### src/sv/sibn_pkg.sv
package sibn_pkg;

   localparam int MAX_BASE    = 16;
   localparam int VALUE_W     = 32;
   localparam int DIGIT_W     = $clog2(MAX_BASE);
   localparam int LEN_W       = 5;
   localparam int CHAR_W      = 8;
   localparam int CSR_W       = 64;
   localparam int CSR_INDEX_W = 2;
   localparam int COUNT_W     = $clog2(VALUE_W + 1);
   localparam int BIT_CNT_W   = $clog2(VALUE_W);
   localparam int STACK_W     = VALUE_W * DIGIT_W;

   localparam logic [CSR_INDEX_W-1:0] CSR_BASE_LEN  = CSR_INDEX_W'(0);
   localparam logic [CSR_INDEX_W-1:0] CSR_DIGITS_LO = CSR_INDEX_W'(1);
   localparam logic [CSR_INDEX_W-1:0] CSR_DIGITS_HI = CSR_INDEX_W'(2);

   localparam logic [CHAR_W-1:0] CHAR_PLUS  = 8'h2B;
   localparam logic [CHAR_W-1:0] CHAR_MINUS = 8'h2D;

   typedef enum logic [2:0] {
      ST_IDLE,
      ST_CHECK,
      ST_SIGN,
      ST_DIVIDE,
      ST_EMIT
   } state_type;

   // start a division pass; chain reuses the previous quotient as dividend
   typedef struct packed {
      logic start;
      logic chain;
   } div_ctrl_type;

   typedef struct packed {
      logic               done;
      logic               q_nonzero;
      logic [DIGIT_W-1:0] remainder;
   } div_status_type;

endpackage

### src/sv/sibn_divider.sv
module sibn_divider (
   input  logic                             clock,
   input  logic                             reset,
   input  sibn_pkg::div_ctrl_type           ctrl,
   input  logic [sibn_pkg::VALUE_W-1:0]     dividend,
   input  logic [sibn_pkg::LEN_W-1:0]       divisor,
   output sibn_pkg::div_status_type         status
);

   // restoring long division, one dividend bit per cycle; quotient bits
   // shift in at the bottom as dividend bits leave at the top
   logic [sibn_pkg::VALUE_W-1:0]   quo_ff, quo_in;
   logic [sibn_pkg::DIGIT_W-1:0]   rem_ff, rem_in;
   logic [sibn_pkg::BIT_CNT_W-1:0] bit_cnt_ff, bit_cnt_in;
   logic                           running_ff, running_in;
   logic                           done_ff, done_in;
   logic                           nz_ff, nz_in;

   logic [sibn_pkg::LEN_W-1:0] trial;
   logic [sibn_pkg::LEN_W-1:0] diff;
   logic                       ge;

   always_comb begin
      trial = {rem_ff, quo_ff[sibn_pkg::VALUE_W-1]};
      ge    = (trial >= divisor);
      diff  = trial - divisor;

      quo_in     = quo_ff;
      rem_in     = rem_ff;
      bit_cnt_in = bit_cnt_ff;
      running_in = running_ff;
      nz_in      = nz_ff;
      done_in    = 1'b0;

      if (ctrl.start) begin
         if (!ctrl.chain) begin
            quo_in = dividend;
         end
         rem_in     = '0;
         nz_in      = 1'b0;
         bit_cnt_in = '0;
         running_in = 1'b1;
      end else if (running_ff) begin
         rem_in     = ge ? diff[sibn_pkg::DIGIT_W-1:0] : trial[sibn_pkg::DIGIT_W-1:0];
         quo_in     = {quo_ff[sibn_pkg::VALUE_W-2:0], ge};
         nz_in      = nz_ff | ge;
         bit_cnt_in = bit_cnt_ff + 1'b1;
         if (bit_cnt_ff == sibn_pkg::BIT_CNT_W'(sibn_pkg::VALUE_W - 1)) begin
            running_in = 1'b0;
            done_in    = 1'b1;
         end
      end
   end

   always_ff @(posedge clock) begin
      if (reset) begin
         running_ff <= 1'b0;
         done_ff    <= 1'b0;
         bit_cnt_ff <= '0;
      end else begin
         running_ff <= running_in;
         done_ff    <= done_in;
         bit_cnt_ff <= bit_cnt_in;
      end
      quo_ff <= quo_in;
      rem_ff <= rem_in;
      nz_ff  <= nz_in;
   end

   assign status.done      = done_ff;
   assign status.q_nonzero = nz_ff;
   assign status.remainder = rem_ff;

endmodule

### src/sv/signed_integer_to_base_n_digits.sv
// channel   direction  ports                                       handshake
// request   in         req_value                                   start & !busy
// response  out        rsp_character, rsp_last                     rsp_strobe, one cycle
// config    in         csr_index, csr_write_data                   csr_write_enable
//
// one request keeps busy high through the alphabet check of each used character,
// the minus sign if the value is negative, and per digit a pass of the bit-serial
// divider plus the output of that digit; the worst case is radix 2 with a minus
// sign and 32 digits.
// reset is synchronous and clears control state; the alphabet resets to zero.
// the receiver cannot stall: each character is shown for exactly one cycle.
module signed_integer_to_base_n_digits (
   input  logic                                 clock,
   input  logic                                 reset,
   input  logic                                 start,
   output logic                                 busy,
   input  logic signed [sibn_pkg::VALUE_W-1:0]  req_value,
   output logic                                 rsp_strobe,
   output logic [sibn_pkg::CHAR_W-1:0]          rsp_character,
   output logic                                 rsp_last,
   input  logic                                 csr_write_enable,
   input  logic [sibn_pkg::CSR_INDEX_W-1:0]     csr_index,
   input  logic [sibn_pkg::CSR_W-1:0]           csr_write_data
);

   // configuration registers
   logic [sibn_pkg::LEN_W-1:0] base_len_ff;
   logic [sibn_pkg::CSR_W-1:0] digits_lo_ff;
   logic [sibn_pkg::CSR_W-1:0] digits_hi_ff;

   // control and datapath registers
   sibn_pkg::state_type            state_ff, state_in;
   logic                           neg_ff, neg_in;
   logic [sibn_pkg::VALUE_W-1:0]   mag_ff, mag_in;
   logic [sibn_pkg::DIGIT_W-1:0]   idx_ff, idx_in;
   logic [sibn_pkg::COUNT_W-1:0]   nd_ff, nd_in;
   logic [sibn_pkg::STACK_W-1:0]   stack_ff, stack_in;

   logic [sibn_pkg::CHAR_W-1:0] alpha [sibn_pkg::MAX_BASE];
   logic [sibn_pkg::CHAR_W-1:0] cur_char;
   logic [sibn_pkg::VALUE_W-1:0] raw;
   logic                         accept;
   logic                         len_ok;
   logic                         dup;
   logic                         check_bad;
   logic                         check_end;
   logic                         more_digits;

   sibn_pkg::div_ctrl_type   div_ctrl;
   sibn_pkg::div_status_type div_status;

   // alphabet: characters 0..7 in the low word, 8..15 in the high word
   always_comb begin
      for (int k = 0; k < sibn_pkg::MAX_BASE; k++) begin
         if (k < 8) begin
            alpha[k] = digits_lo_ff[8*k +: 8];
         end else begin
            alpha[k] = digits_hi_ff[8*(k-8) +: 8];
         end
      end
   end

   assign busy   = (state_ff != sibn_pkg::ST_IDLE);
   assign accept = start && !busy;
   assign raw    = req_value;
   assign len_ok = (base_len_ff >= sibn_pkg::LEN_W'(2))
                && (base_len_ff <= sibn_pkg::LEN_W'(sibn_pkg::MAX_BASE));

   // alphabet check, one used character per cycle against all later used ones and the sign characters
   always_comb begin
      cur_char = alpha[idx_ff];
      dup      = 1'b0;
      for (int j = 0; j < sibn_pkg::MAX_BASE; j++) begin
         if ((sibn_pkg::LEN_W'(j) > {1'b0, idx_ff}) && (sibn_pkg::LEN_W'(j) < base_len_ff)
             && (alpha[j] == cur_char)) begin
            dup = 1'b1;
         end
      end
      check_bad = dup || (cur_char == sibn_pkg::CHAR_PLUS) || (cur_char == sibn_pkg::CHAR_MINUS);
      check_end = ({1'b0, idx_ff} == (base_len_ff - sibn_pkg::LEN_W'(1)));
   end

   // another pass while the quotient is nonzero and the digit buffer has room
   assign more_digits = div_status.q_nonzero
                     && (nd_ff != sibn_pkg::COUNT_W'(sibn_pkg::VALUE_W - 1));

   // next state
   always_comb begin
      state_in = state_ff;
      unique case (state_ff)
         sibn_pkg::ST_IDLE: begin
            if (accept && len_ok) begin
               state_in = sibn_pkg::ST_CHECK;
            end
         end
         sibn_pkg::ST_CHECK: begin
            if (check_bad) begin
               state_in = sibn_pkg::ST_IDLE;
            end else if (check_end) begin
               state_in = neg_ff ? sibn_pkg::ST_SIGN : sibn_pkg::ST_DIVIDE;
            end
         end
         sibn_pkg::ST_SIGN: begin
            state_in = sibn_pkg::ST_DIVIDE;
         end
         sibn_pkg::ST_DIVIDE: begin
            if (div_status.done && !more_digits) begin
               state_in = sibn_pkg::ST_EMIT;
            end
         end
         sibn_pkg::ST_EMIT: begin
            if (nd_ff == sibn_pkg::COUNT_W'(1)) begin
               state_in = sibn_pkg::ST_IDLE;
            end
         end
         default: state_in = sibn_pkg::ST_IDLE;
      endcase
   end

   // outputs and divider commands
   always_comb begin
      rsp_strobe     = 1'b0;
      rsp_character  = alpha[stack_ff[sibn_pkg::DIGIT_W-1:0]];
      rsp_last       = 1'b0;
      div_ctrl.start = 1'b0;
      div_ctrl.chain = 1'b0;
      unique case (state_ff)
         sibn_pkg::ST_IDLE: begin
         end
         sibn_pkg::ST_CHECK: begin
            // first pass starts as the check ends unless a sign goes first
            div_ctrl.start = !check_bad && check_end && !neg_ff;
         end
         sibn_pkg::ST_SIGN: begin
            rsp_strobe     = 1'b1;
            rsp_character  = sibn_pkg::CHAR_MINUS;
            div_ctrl.start = 1'b1;
         end
         sibn_pkg::ST_DIVIDE: begin
            div_ctrl.start = div_status.done && more_digits;
            div_ctrl.chain = 1'b1;
         end
         sibn_pkg::ST_EMIT: begin
            rsp_strobe = 1'b1;
            rsp_last   = (nd_ff == sibn_pkg::COUNT_W'(1));
         end
         default: begin
         end
      endcase
   end

   // datapath next values
   always_comb begin
      neg_in   = neg_ff;
      mag_in   = mag_ff;
      idx_in   = idx_ff;
      nd_in    = nd_ff;
      stack_in = stack_ff;
      if (accept) begin
         neg_in = raw[sibn_pkg::VALUE_W-1];
         // most negative value wraps to its exact magnitude in unsigned bits
         mag_in = raw[sibn_pkg::VALUE_W-1] ? (~raw + sibn_pkg::VALUE_W'(1)) : raw;
         idx_in = '0;
         nd_in  = '0;
      end
      if (state_ff == sibn_pkg::ST_CHECK) begin
         idx_in = idx_ff + 1'b1;
      end
      if ((state_ff == sibn_pkg::ST_DIVIDE) && div_status.done) begin
         // newest digit on top: it is the most significant so far
         stack_in = {stack_ff[sibn_pkg::STACK_W-sibn_pkg::DIGIT_W-1:0], div_status.remainder};
         nd_in    = nd_ff + 1'b1;
      end
      if (state_ff == sibn_pkg::ST_EMIT) begin
         stack_in = stack_ff >> sibn_pkg::DIGIT_W;
         nd_in    = nd_ff - 1'b1;
      end
   end

   always_ff @(posedge clock) begin
      if (reset) begin
         state_ff     <= sibn_pkg::ST_IDLE;
         base_len_ff  <= '0;
         digits_lo_ff <= '0;
         digits_hi_ff <= '0;
      end else begin
         state_ff <= state_in;
         if (csr_write_enable) begin
            unique case (csr_index)
               sibn_pkg::CSR_BASE_LEN:  base_len_ff  <= csr_write_data[sibn_pkg::LEN_W-1:0];
               sibn_pkg::CSR_DIGITS_LO: digits_lo_ff <= csr_write_data;
               sibn_pkg::CSR_DIGITS_HI: digits_hi_ff <= csr_write_data;
               default: begin
               end
            endcase
         end
      end
      neg_ff   <= neg_in;
      mag_ff   <= mag_in;
      idx_ff   <= idx_in;
      nd_ff    <= nd_in;
      stack_ff <= stack_in;
   end

   sibn_divider u_divider (
      .clock    (clock),
      .reset    (reset),
      .ctrl     (div_ctrl),
      .dividend (mag_ff),
      .divisor  (base_len_ff),
      .status   (div_status)
   );

endmodule

### config.mk
export PLATFORM = sky130hd
export DESIGN_NAME = signed_integer_to_base_n_digits
export DESIGN_NICKNAME = d
export VERILOG_FILES = /design/src/sv/sibn_pkg.sv /design/src/sv/sibn_divider.sv /design/src/sv/signed_integer_to_base_n_digits.sv
export SDC_FILE = /design/constraint.sdc
export NUM_CORES = 1
export LEC_CHECK = 0
export BUFFER_PORTS_ARGS = -buffer_cell sky130_fd_sc_hd__buf_2
export CELL_PAD_IN_SITES_DETAIL_PLACEMENT = 1
export CELL_PAD_IN_SITES_GLOBAL_PLACEMENT = 2
export CORE_AREA = 2 2 213 215
export CTS_CLUSTER_SIZE = 14
export DETAILED_ROUTE_END_ITERATION = 6
export DIE_AREA = 0 0 215 217
export HOLD_SLACK_MARGIN = 0.06
export PLACE_DENSITY_LB_ADDON = 0.08
export SLEW_MARGIN = 20
export SYNTH_ARGS = -nofsm -noshare
export SYNTH_HDL_FRONTEND = slang
export SYNTH_HIERARCHICAL = 1
export SYNTH_SLANG_ARGS = --single-unit
### constraint.sdc
create_clock -name clock -period 16.9 [get_ports clock]
set_clock_uncertainty 0.2 [all_clocks]
set_input_delay 2.535 -clock clock [delete_from_list [all_inputs] [get_ports clock]]
set_output_delay 2.535 -clock clock [all_outputs]
set_load 0.005 [all_outputs]
==> load_flow_metrics.sql, run 1 <==
INSERT INTO impl_metrics (metric_group, metric, value, unit) VALUES
('logic_synthesis', 'synthesis.area_per_instance', '9.62', 'µm²'),
('power', 'irDropWorstVdd', '0.0704', 'mV'),
('sta', 'worstMarginPinSlew', '1.03', 'ns'),
('power', 'seqPwrFrac', '0.454', ''),
('grt', 'grtUsageTotal', '0.245', ''),
('clocking', 'cts_tree', 'yes', ''),
('grt', 'grt-ovfl-total', '0', ''),
('floorplan', 'die_height', '217', 'µm'),
('logic_synthesis', 'synth_sequential_area_ratio', '0.488', ''),
('placed_design', 'globalplace.congestion', '0.957', ''),
('grt', 'grt_antenna_before_repair', '0', ''),
('routing', 'wirelength', '57.1', 'mm'),
('routing', 'drt_drc_violations_left', '0', ''),
('floorplan', 'placement_rows', '78', ''),
('critical_path', 'worst-r2r-setup-slack', '10.93', 'ns'),
('sta', 'fin_hold_ws', '0.257', 'ns'),
('floorplan', 'die_area', '46700', 'µm²'),
('routing', 'met2WireLength', '27.6', 'mm'),
('routing', 'num_vias', '14400', ''),
('job', 'max_cap_violations', '0', ''),
('clocking', 'number_of_buffers_created_by_cts', '42', ''),
('placed_design', 'portBuffers', '112', ''),
('sta', 'report.final.hold_viol_count', '0', ''),
('routing', 'highest_layer', 'met4', ''),
('clocking', 'clkLatencyLatePin', '0.58', 'ns'),
('clocking', 'cts_resized', '0', ''),
('clocking', 'cts_hold_buffers', '0', ''),
('critical_path', 'cp_data_arrival_time', '6.04', 'ns'),
('routing', 'avgRoutedWirePerCell', '21.9', 'µm'),
('power', 'share_clk_of_total_power', '0.444', ''),
('critical_path', 'critPathMostFrequentCell', 'buf_4', ''),
('sta', 'setup_repair_after_global_routing_missed_its_margin', 'no', ''),
('placed_design', 'post-dp-hpwl', '39.9', 'mm'),
('routing', 'detailroute.wirelength.met3', '2.75', 'mm'),
('logic_synthesis', 'syn_area', '18500', 'µm²'),
('sta', 'final_critical_path_share_of_the_clock_period', '0.353', ''),
('sta', 'maxSlewHeadroom', '0.312', ''),
('power', 'p_int', '1.57', 'mW'),
('critical_path', 'cpPeakStageDelay', '0.61', 'ns'),
('floorplan', 'die_x_extent', '215', 'µm'),
('logic_synthesis', 'postSynthCellCount', '1922', ''),
('critical_path', 'cp.required', '16.97', 'ns'),
('power', 'finalPower', '2.09', 'mW'),
('critical_path', 'worstSetupStartpointType', 'flip-flop', ''),
('power', 'power_leakage', '7.90', 'nW'),
('power', 'p_switching', '0.520', 'mW'),
('logic_synthesis', 'yosysWarningCount', '6', ''),
('power', 'power.switching_fraction', '0.248', ''),
('routing', 'routed_via_density', '5.52', ''),
('critical_path', 'critPathCaptureType', 'flip-flop', ''),
('sta', 'final_period_minus_worst_setup_slack', '5.97', 'ns'),
('critical_path', 'worstSetupStartpoint', 'idx_ff[0]$_SDFFCE_PN0P_', ''),
('sta', 'setup-tns-final', '0', 'ns'),
('critical_path', 'cp.buffers_inverters', '3', ''),
('logic_synthesis', 'ys_ff_latch', '351', ''),
('clocking', 'clock_transition_at_path_regs', '0.06', 'ns'),
('routing', 'detail_route.first_pass.iterations', '4', ''),
('worst_hold_path', 'timing.hold.worst.class', 'reg -> reg', ''),
('clocking', 'cts_num_sinks', '351', ''),
('logic_synthesis', 'synthFlopType', 'edfxtp_1', ''),
('logic_synthesis', 'async_flop_share', '0', ''),
('placed_design', 'number_of_placed_instances_with_taps_included', '2526', ''),
('power', 'power-per-cell-area', '100', 'nW/µm²'),
('layout', 'number_of_non_filler_instances_in_the_completed_layout', '2605', ''),
('critical_path', 'worst-r2r-cell-count', '14', ''),
('layout', 'nets', '2091', ''),
('status', 'result_of_the_run', 'completed', ''),
('layout', 'end_of_flow_core_utilization', '0.468', ''),
('clocking', 'cts.root.buffer_cell', 'clkbuf_16', ''),
('critical_path', 'path_cells', 'buf_4, mux4_2, a22oi_1, nand2_1, xnor2_1, o2111ai_1, nor4_1, or4_1, or4_4, o31ai_4, buf_4, nor2_1, a21oi_4, buf_16', ''),
('layout', 'mostFrequentLayoutCell', 'nand2_1', '');
[worst register-to-register path, delay by kind of cell, from the launching register on]
kind	cells	cell delay (ns)
multiplexers	1	0.59
buffers and inverters	3	1.21
XOR/XNOR	1	0.31
AO/OA/AOI/OAI	4	1.04
AND/OR/NAND/NOR	5	1.95
flip-flops	1	0.33
[cells in the mapped netlist (14+ instances only)]
master	count	area, µm²
nand4_1	16	100
dfxtp_1	152	3040
mux2_2	34	383
mux2i_1	19	190
nand2_1	684	2570
edfxtp_1	199	5980
mux4_2	65	1460
clkbuf_1	90	338
xor2_1	63	552
o21ai_0	26	130
nor2_1	52	195
xnor2_1	92	806
inv_1	23	86.3
nand3_1	20	100
or3_1	14	87.6
ha_1	17	213
buf_1	15	56.3
a21oi_1	161	806
nor4_1	17	106
[kinds of logic after synthesis]
group                      after synthesis  synth area share
and+or+nand+nor                        868             0.194
DFF                                    351             0.488
AOI/OAI and AO/OA                      254            0.0814
xor gates and xnor gates               155            0.0734
buffers and inverters                  153            0.0346
muxes                                  123             0.116
adders and majority gates               18            0.0126
[area by class of cell]
cell class | instances | area (µm²)
antenna | 1 | 2.50
fill | 5127 | 23800
multi-input combinational | 1418 | 8890
sequential | 351 | 9020
clock inverter | 16 | 206
tap | 600 | 751
timing repair buffer | 133 | 744
inverter | 25 | 93.8
clock buffer | 61 | 1220
[power groups by stage]
stage          sequential [mW]  clock (mW)  combinational (mW)
2_1_floorplan            0.955           0               0.150
3_3_place_gp             0.969           0               0.207
3_5_place_dp             0.970           0               0.212
4_1_cts                  0.951       0.954               0.214
5_1_grt                  0.954       0.990               0.234
6_report                 0.952       0.929               0.214
[through the flow]
| stage | worst slack (ns) | area, µm² |
|---|---|---|
| 2_1_floorplan | 10.72 | 18500 |
| 3_3_place_gp | 10.67 | 19500 |
| 3_5_place_dp | 10.56 | 19500 |
| 4_1_cts | 10.54 | 20900 |
| 5_1_grt | 10.66 | 20900 |
| 6_report | 10.93 | 20900 |
[worst min-delay path by stage]
stage,from,to,slack (ns),depth (start not counted)
2_1_floorplan,stack_ff[124]$_SDFFE_PP0P_,stack_ff[124]$_SDFFE_PP0P_,0.24,2
3_3_place_gp,stack_ff[125]$_SDFFE_PP0P_,stack_ff[125]$_SDFFE_PP0P_,0.24,2
3_5_place_dp,stack_ff[127]$_SDFFE_PP0P_,stack_ff[127]$_SDFFE_PP0P_,0.25,2
4_1_cts,stack_ff[127]$_SDFFE_PP0P_,stack_ff[127]$_SDFFE_PP0P_,0.26,2
5_1_grt,stack_ff[125]$_SDFFE_PP0P_,stack_ff[125]$_SDFFE_PP0P_,0.29,2
6_report,stack_ff[127]$_SDFFE_PP0P_,stack_ff[127]$_SDFFE_PP0P_,0.26,2
[layer usage]
layer,GRT usage,vias to the layer above
li1,-,6745
met4,0.0683,0
met5,0,-
met1,0.327,7228
met3,0.0411,81
met2,0.411,314
[sequential cells by signal, indices dropped and copies added, names as in the netlist, 3 cells and up]
| signal | count |
|---|---|
| u_divider/rem_ff | 4 |
| idx_ff | 4 |
| mag_ff | 32 |
| base_len_ff | 5 |
| state_ff | 3 |
| u_divider/bit_cnt_ff | 5 |
| nd_ff | 6 |
| digits_hi_ff | 64 |
| u_divider/quo_ff | 32 |
| digits_lo_ff | 64 |
| stack_ff | 128 |
Note: power is estimated with default switching activity, not from simulation.
==> run 2: changes to the inputs <==
--- a/config.mk
+++ b/config.mk
@@ -8,10 +8,10 @@
 export BUFFER_PORTS_ARGS = -buffer_cell sky130_fd_sc_hd__buf_2
 export CELL_PAD_IN_SITES_DETAIL_PLACEMENT = 1
 export CELL_PAD_IN_SITES_GLOBAL_PLACEMENT = 2
-export CORE_AREA = 2 2 213 215
+export CORE_AREA = 2 2 219 221
 export CTS_CLUSTER_SIZE = 14
 export DETAILED_ROUTE_END_ITERATION = 6
-export DIE_AREA = 0 0 215 217
+export DIE_AREA = 0 0 221 223
 export HOLD_SLACK_MARGIN = 0.06
 export PLACE_DENSITY_LB_ADDON = 0.08
 export SLEW_MARGIN = 20
==> constraint.sdc (replaced) <==
create_clock -name clock -period 5.81 [get_ports clock]
set_clock_uncertainty 0.2 [all_clocks]
set_input_delay 0.8715 -clock clock [delete_from_list [all_inputs] [get_ports clock]]
set_output_delay 0.8715 -clock clock [all_outputs]
set_load 0.005 [all_outputs]
==> run 2 against run 1 <==
Critical path depth shrank 2. Sequential cell count is the same. Sequential power grew to 2.9 times the previous value. Power grew to 2.9 times the previous value. Fmax rose by 8.9%. Clock power grew to 2.9 times the previous value. Non-clock buffer count increased by 18. Hold slack improved by 0.0066 ns. Final cell count is 1.3% higher. Largest power group unchanged. First-iteration DRC count fell by 4.7%. Worst setup slack got worse by 11 ns. Via count shrank 0.48%.
==> load_flow_metrics.sql, run 2 (synthesis results as in run 1) <==
INSERT INTO impl_metrics (metric_group, metric, value, unit) VALUES
('layout', 'layout.cell_area.non_filler', '21100', 'µm²'),
('sta', 'layout_setup_ws', '0.330', 'ns'),
('layout', 'drive_gt1_frac', '0.167', ''),
('job', 'max_cap_violations', '0', ''),
('routing', 'ant_nets', '0', ''),
('layout', 'area_added_between_synthesis_and_finish', '14.0', '%'),
('power', 'irDropWorstVdd', '0.242', 'mV'),
('clocking', 'cts_h_tree_depth', '2', ''),
('routing', 'num_vias', '14300', ''),
('floorplan', 'floorplan.initialDensity', '0.392', ''),
('sta', 'final_critical_path_share_of_the_clock_period', '0.943', ''),
('placed_design', 'post-dp-hpwl', '40.6', 'mm'),
('placed_design', 'portBuffers', '112', ''),
('grt', 'grtUsageTotal', '0.228', ''),
('worst_hold_path', 'timing.hold.worst.class', 'reg -> reg', ''),
('layout', 'mostFrequentLayoutCell', 'nand2_1', ''),
('floorplan', 'die_area', '49300', 'µm²'),
('critical_path', 'critical_path.reg2reg.startpoint', 'idx_ff[1]$_SDFFCE_PN0P_', ''),
('sta', 'worstMarginPinSlew', '1.02', 'ns'),
('critical_path', 'critPathCaptureType', 'flip-flop', ''),
('critical_path', 'cp_data_arrival_time', '5.59', 'ns'),
('sta', 'report.final.hold_viol_count', '0', ''),
('sta', 'final_period_minus_worst_setup_slack', '5.48', 'ns'),
('layout', 'end_of_flow_core_utilization', '0.447', ''),
('floorplan', 'ioPinCount', '113', ''),
('worst_hold_path', 'hold-path-cell-count', '2', ''),
('routing', 'detail_route.first_pass.iterations', '4', ''),
('sta', 'final-max-slew-violation-count', '0', ''),
('grt', 'global_route_wire_length_before_repair', '87.3', 'mm'),
('grt', 'first_global_vias', '14700', ''),
('power', 'power-per-cell-area', '287', 'nW/µm²'),
('routing', 'routed_via_density', '5.42', ''),
('critical_path', 'worst-r2r-cell-count', '12', ''),
('layout', 'seqCellArea', '9020', 'µm²'),
('layout', 'nets', '2109', ''),
('floorplan', 'die_x_extent', '221', 'µm'),
('placed_design', 'placement.setup.worst_slack', '0.355', 'ns'),
('clocking', 'number_of_buffers_created_by_cts', '42', ''),
('grt', 'grt_antenna_before_repair', '2', ''),
('layout', 'largest_reg_flops', '128', ''),
('sta', 'max_clock_freq', '0.182', 'GHz'),
('layout', 'multiInputGateArea', '8910', 'µm²'),
('layout', 'regMostFlops', 'stack_ff', ''),
('critical_path', 'worst_r2r_endpoint', 'u_divider/quo_ff[13]$_DFFE_PP_', ''),
('clocking', 'cts_hold_buffers', '0', ''),
('grt', 'grt-ovfl-total', '0', ''),
('layout', 'final_cell_mix', 'nand2_1 (682), edfxtp_1 (199), a21oi_1 (159), dfxtp_1 (152), buf_2 (111)', ''),
('sta', 'setup_repair_after_global_routing_missed_its_margin', 'no', ''),
('critical_path', 'setup.worst_path.class', 'reg -> reg', ''),
('floorplan', 'placement_rows', '80', ''),
('layout', 'biggestRegsByFlops', 'stack_ff (128), digits_hi_ff (64), digits_lo_ff (64)', ''),
('critical_path', 'worst-r2r-setup-slack', '0.33', 'ns'),
('clocking', 'cts_resized', '0', ''),
('worst_hold_path', 'min_delay_worst_endpoint', 'stack_ff[125]$_SDFFE_PP0P_', ''),
('clocking', 'cts_tree', 'yes', ''),
('clocking', 'cts.path.max_buffers', '3', ''),
('grt', 'grt_max_degree', '99', ''),
('sta', 'maxSlewHeadroom', '0.323', ''),
('routing', 'wirelength', '56.5', 'mm'),
('sta', 'final_setup_viols', '0', ''),
('critical_path', 'critPathMaxFanout', '33', ''),
('routing', 'avgRoutedWirePerCell', '21.4', 'µm'),
('clocking', 'cts_post_setup_buffers_inserted', '0', ''),
('placed_design', 'globalplace.congestion', '0.947', ''),
('worst_hold_path', 'hp-start', 'stack_ff[125]$_SDFFE_PP0P_', ''),
('sta', 'setup-tns-final', '0', 'ns'),
('floorplan', 'die_height', '223', 'µm'),
('clocking', 'clock_transition_at_path_regs', '0.06', 'ns'),
('clocking', 'cts_num_sinks', '351', ''),
('placed_design', 'placed_cell_area', '19700', 'µm²'),
('clocking', 'cts.root.buffer_cell', 'clkbuf_16', ''),
('status', 'result_of_the_run', 'completed', ''),
('layout', 'n_fill_cell', '5342', ''),
('power', 'power_leakage', '7.97', 'nW'),
('critical_path', 'cp.required', '5.92', 'ns'),
('floorplan', 'core_area', '47100', 'µm²'),
('routing', 'number_of_design_rule_violations_left_by_the_first_detailed_router_iteration', '920', ''),
('routing', 'drt_drc_violations_left', '0', ''),
('clocking', 'clkLatencyLatePin', '0.58', 'ns'),
('critical_path', 'worstSetupStartpointType', 'flip-flop', '');
==> run 2: critical path: stages (launching register included) <==
cell and delay (ns):
edfxtp_1 0.79, buf_4 0.36, mux4_2 0.51, nand2b_1 0.16, a21oi_2 0.53, xor2_1 0.15
nand3_1 0.13, nor4_1 0.05, or4_1 0.58, or4_4 0.62, o31ai_4 0.47, buf_12 0.28
mux2_2 0.36
==> run 2: stage by stage <==
stage	hold WS [ns]	std cells	total power, mW
2_1_floorplan	0.237	1922	3.21
3_3_place_gp	0.243	2560	3.43
3_5_place_dp	0.253	2560	3.45
4_1_cts	0.262	2638	6.13
5_1_grt	0.297	2639	6.29
6_report	0.263	2639	6.04
==> run 2: worst max-delay path by stage <==
| stage | startpoint | endpoint | slack [ns] | cells past startpoint |
|---|---|---|---|---|
| after global placement | idx_ff[1]$_SDFFCE_PN0P_ | u_divider/quo_ff[10]$_DFFE_PP_ | 0.47 | 12 |
| after global routing | idx_ff[1]$_SDFFCE_PN0P_ | u_divider/quo_ff[13]$_DFFE_PP_ | 0.06 | 12 |
| after detailed placement | idx_ff[1]$_SDFFCE_PN0P_ | u_divider/quo_ff[27]$_DFFE_PP_ | 0.36 | 12 |
| after CTS | idx_ff[1]$_SDFFCE_PN0P_ | u_divider/quo_ff[13]$_DFFE_PP_ | 0.32 | 12 |
| final | idx_ff[1]$_SDFFCE_PN0P_ | u_divider/quo_ff[13]$_DFFE_PP_ | 0.33 | 12 |
| after floorplan | idx_ff[1]$_SDFFCE_PN0P_ | u_divider/quo_ff[0]$_DFFE_PP_ | 0.32 | 14 |
==> run 2: where the power goes <==
part | internal, mW | total [mW] | leakage [nW] | switching, mW
logic | 0.260 | 0.621 | 4.23 | 0.361
clock network | 1.60 | 2.65 | 0.682 | 1.05
registers | 2.69 | 2.77 | 3.06 | 0.0871
total | 4.55 | 6.04 | 7.97 | 1.50
==> run 2: cell type report <==
| class | instances | area share |
|---|---|---|
| sequential | 351 | 0.428 |
| inverter | 25 | 0.00445 |
| multi-input combinational | 1418 | 0.423 |
| antenna | 1 | 0.000119 |
| timing repair buffer | 151 | 0.0424 |
| clock inverter | 12 | 0.00748 |
| clock buffer | 66 | 0.0586 |
| tap | 615 | 0.0365 |
==> run 2: metal layers <==
layer	vias up	global-route usage	part of all wire
li1	6781	-	-
met1	7170	0.305	0.45
met2	270	0.375	0.48
met3	76	0.0408	0.044
met4	2	0.0771	0.030
met5	-	0	0.00030
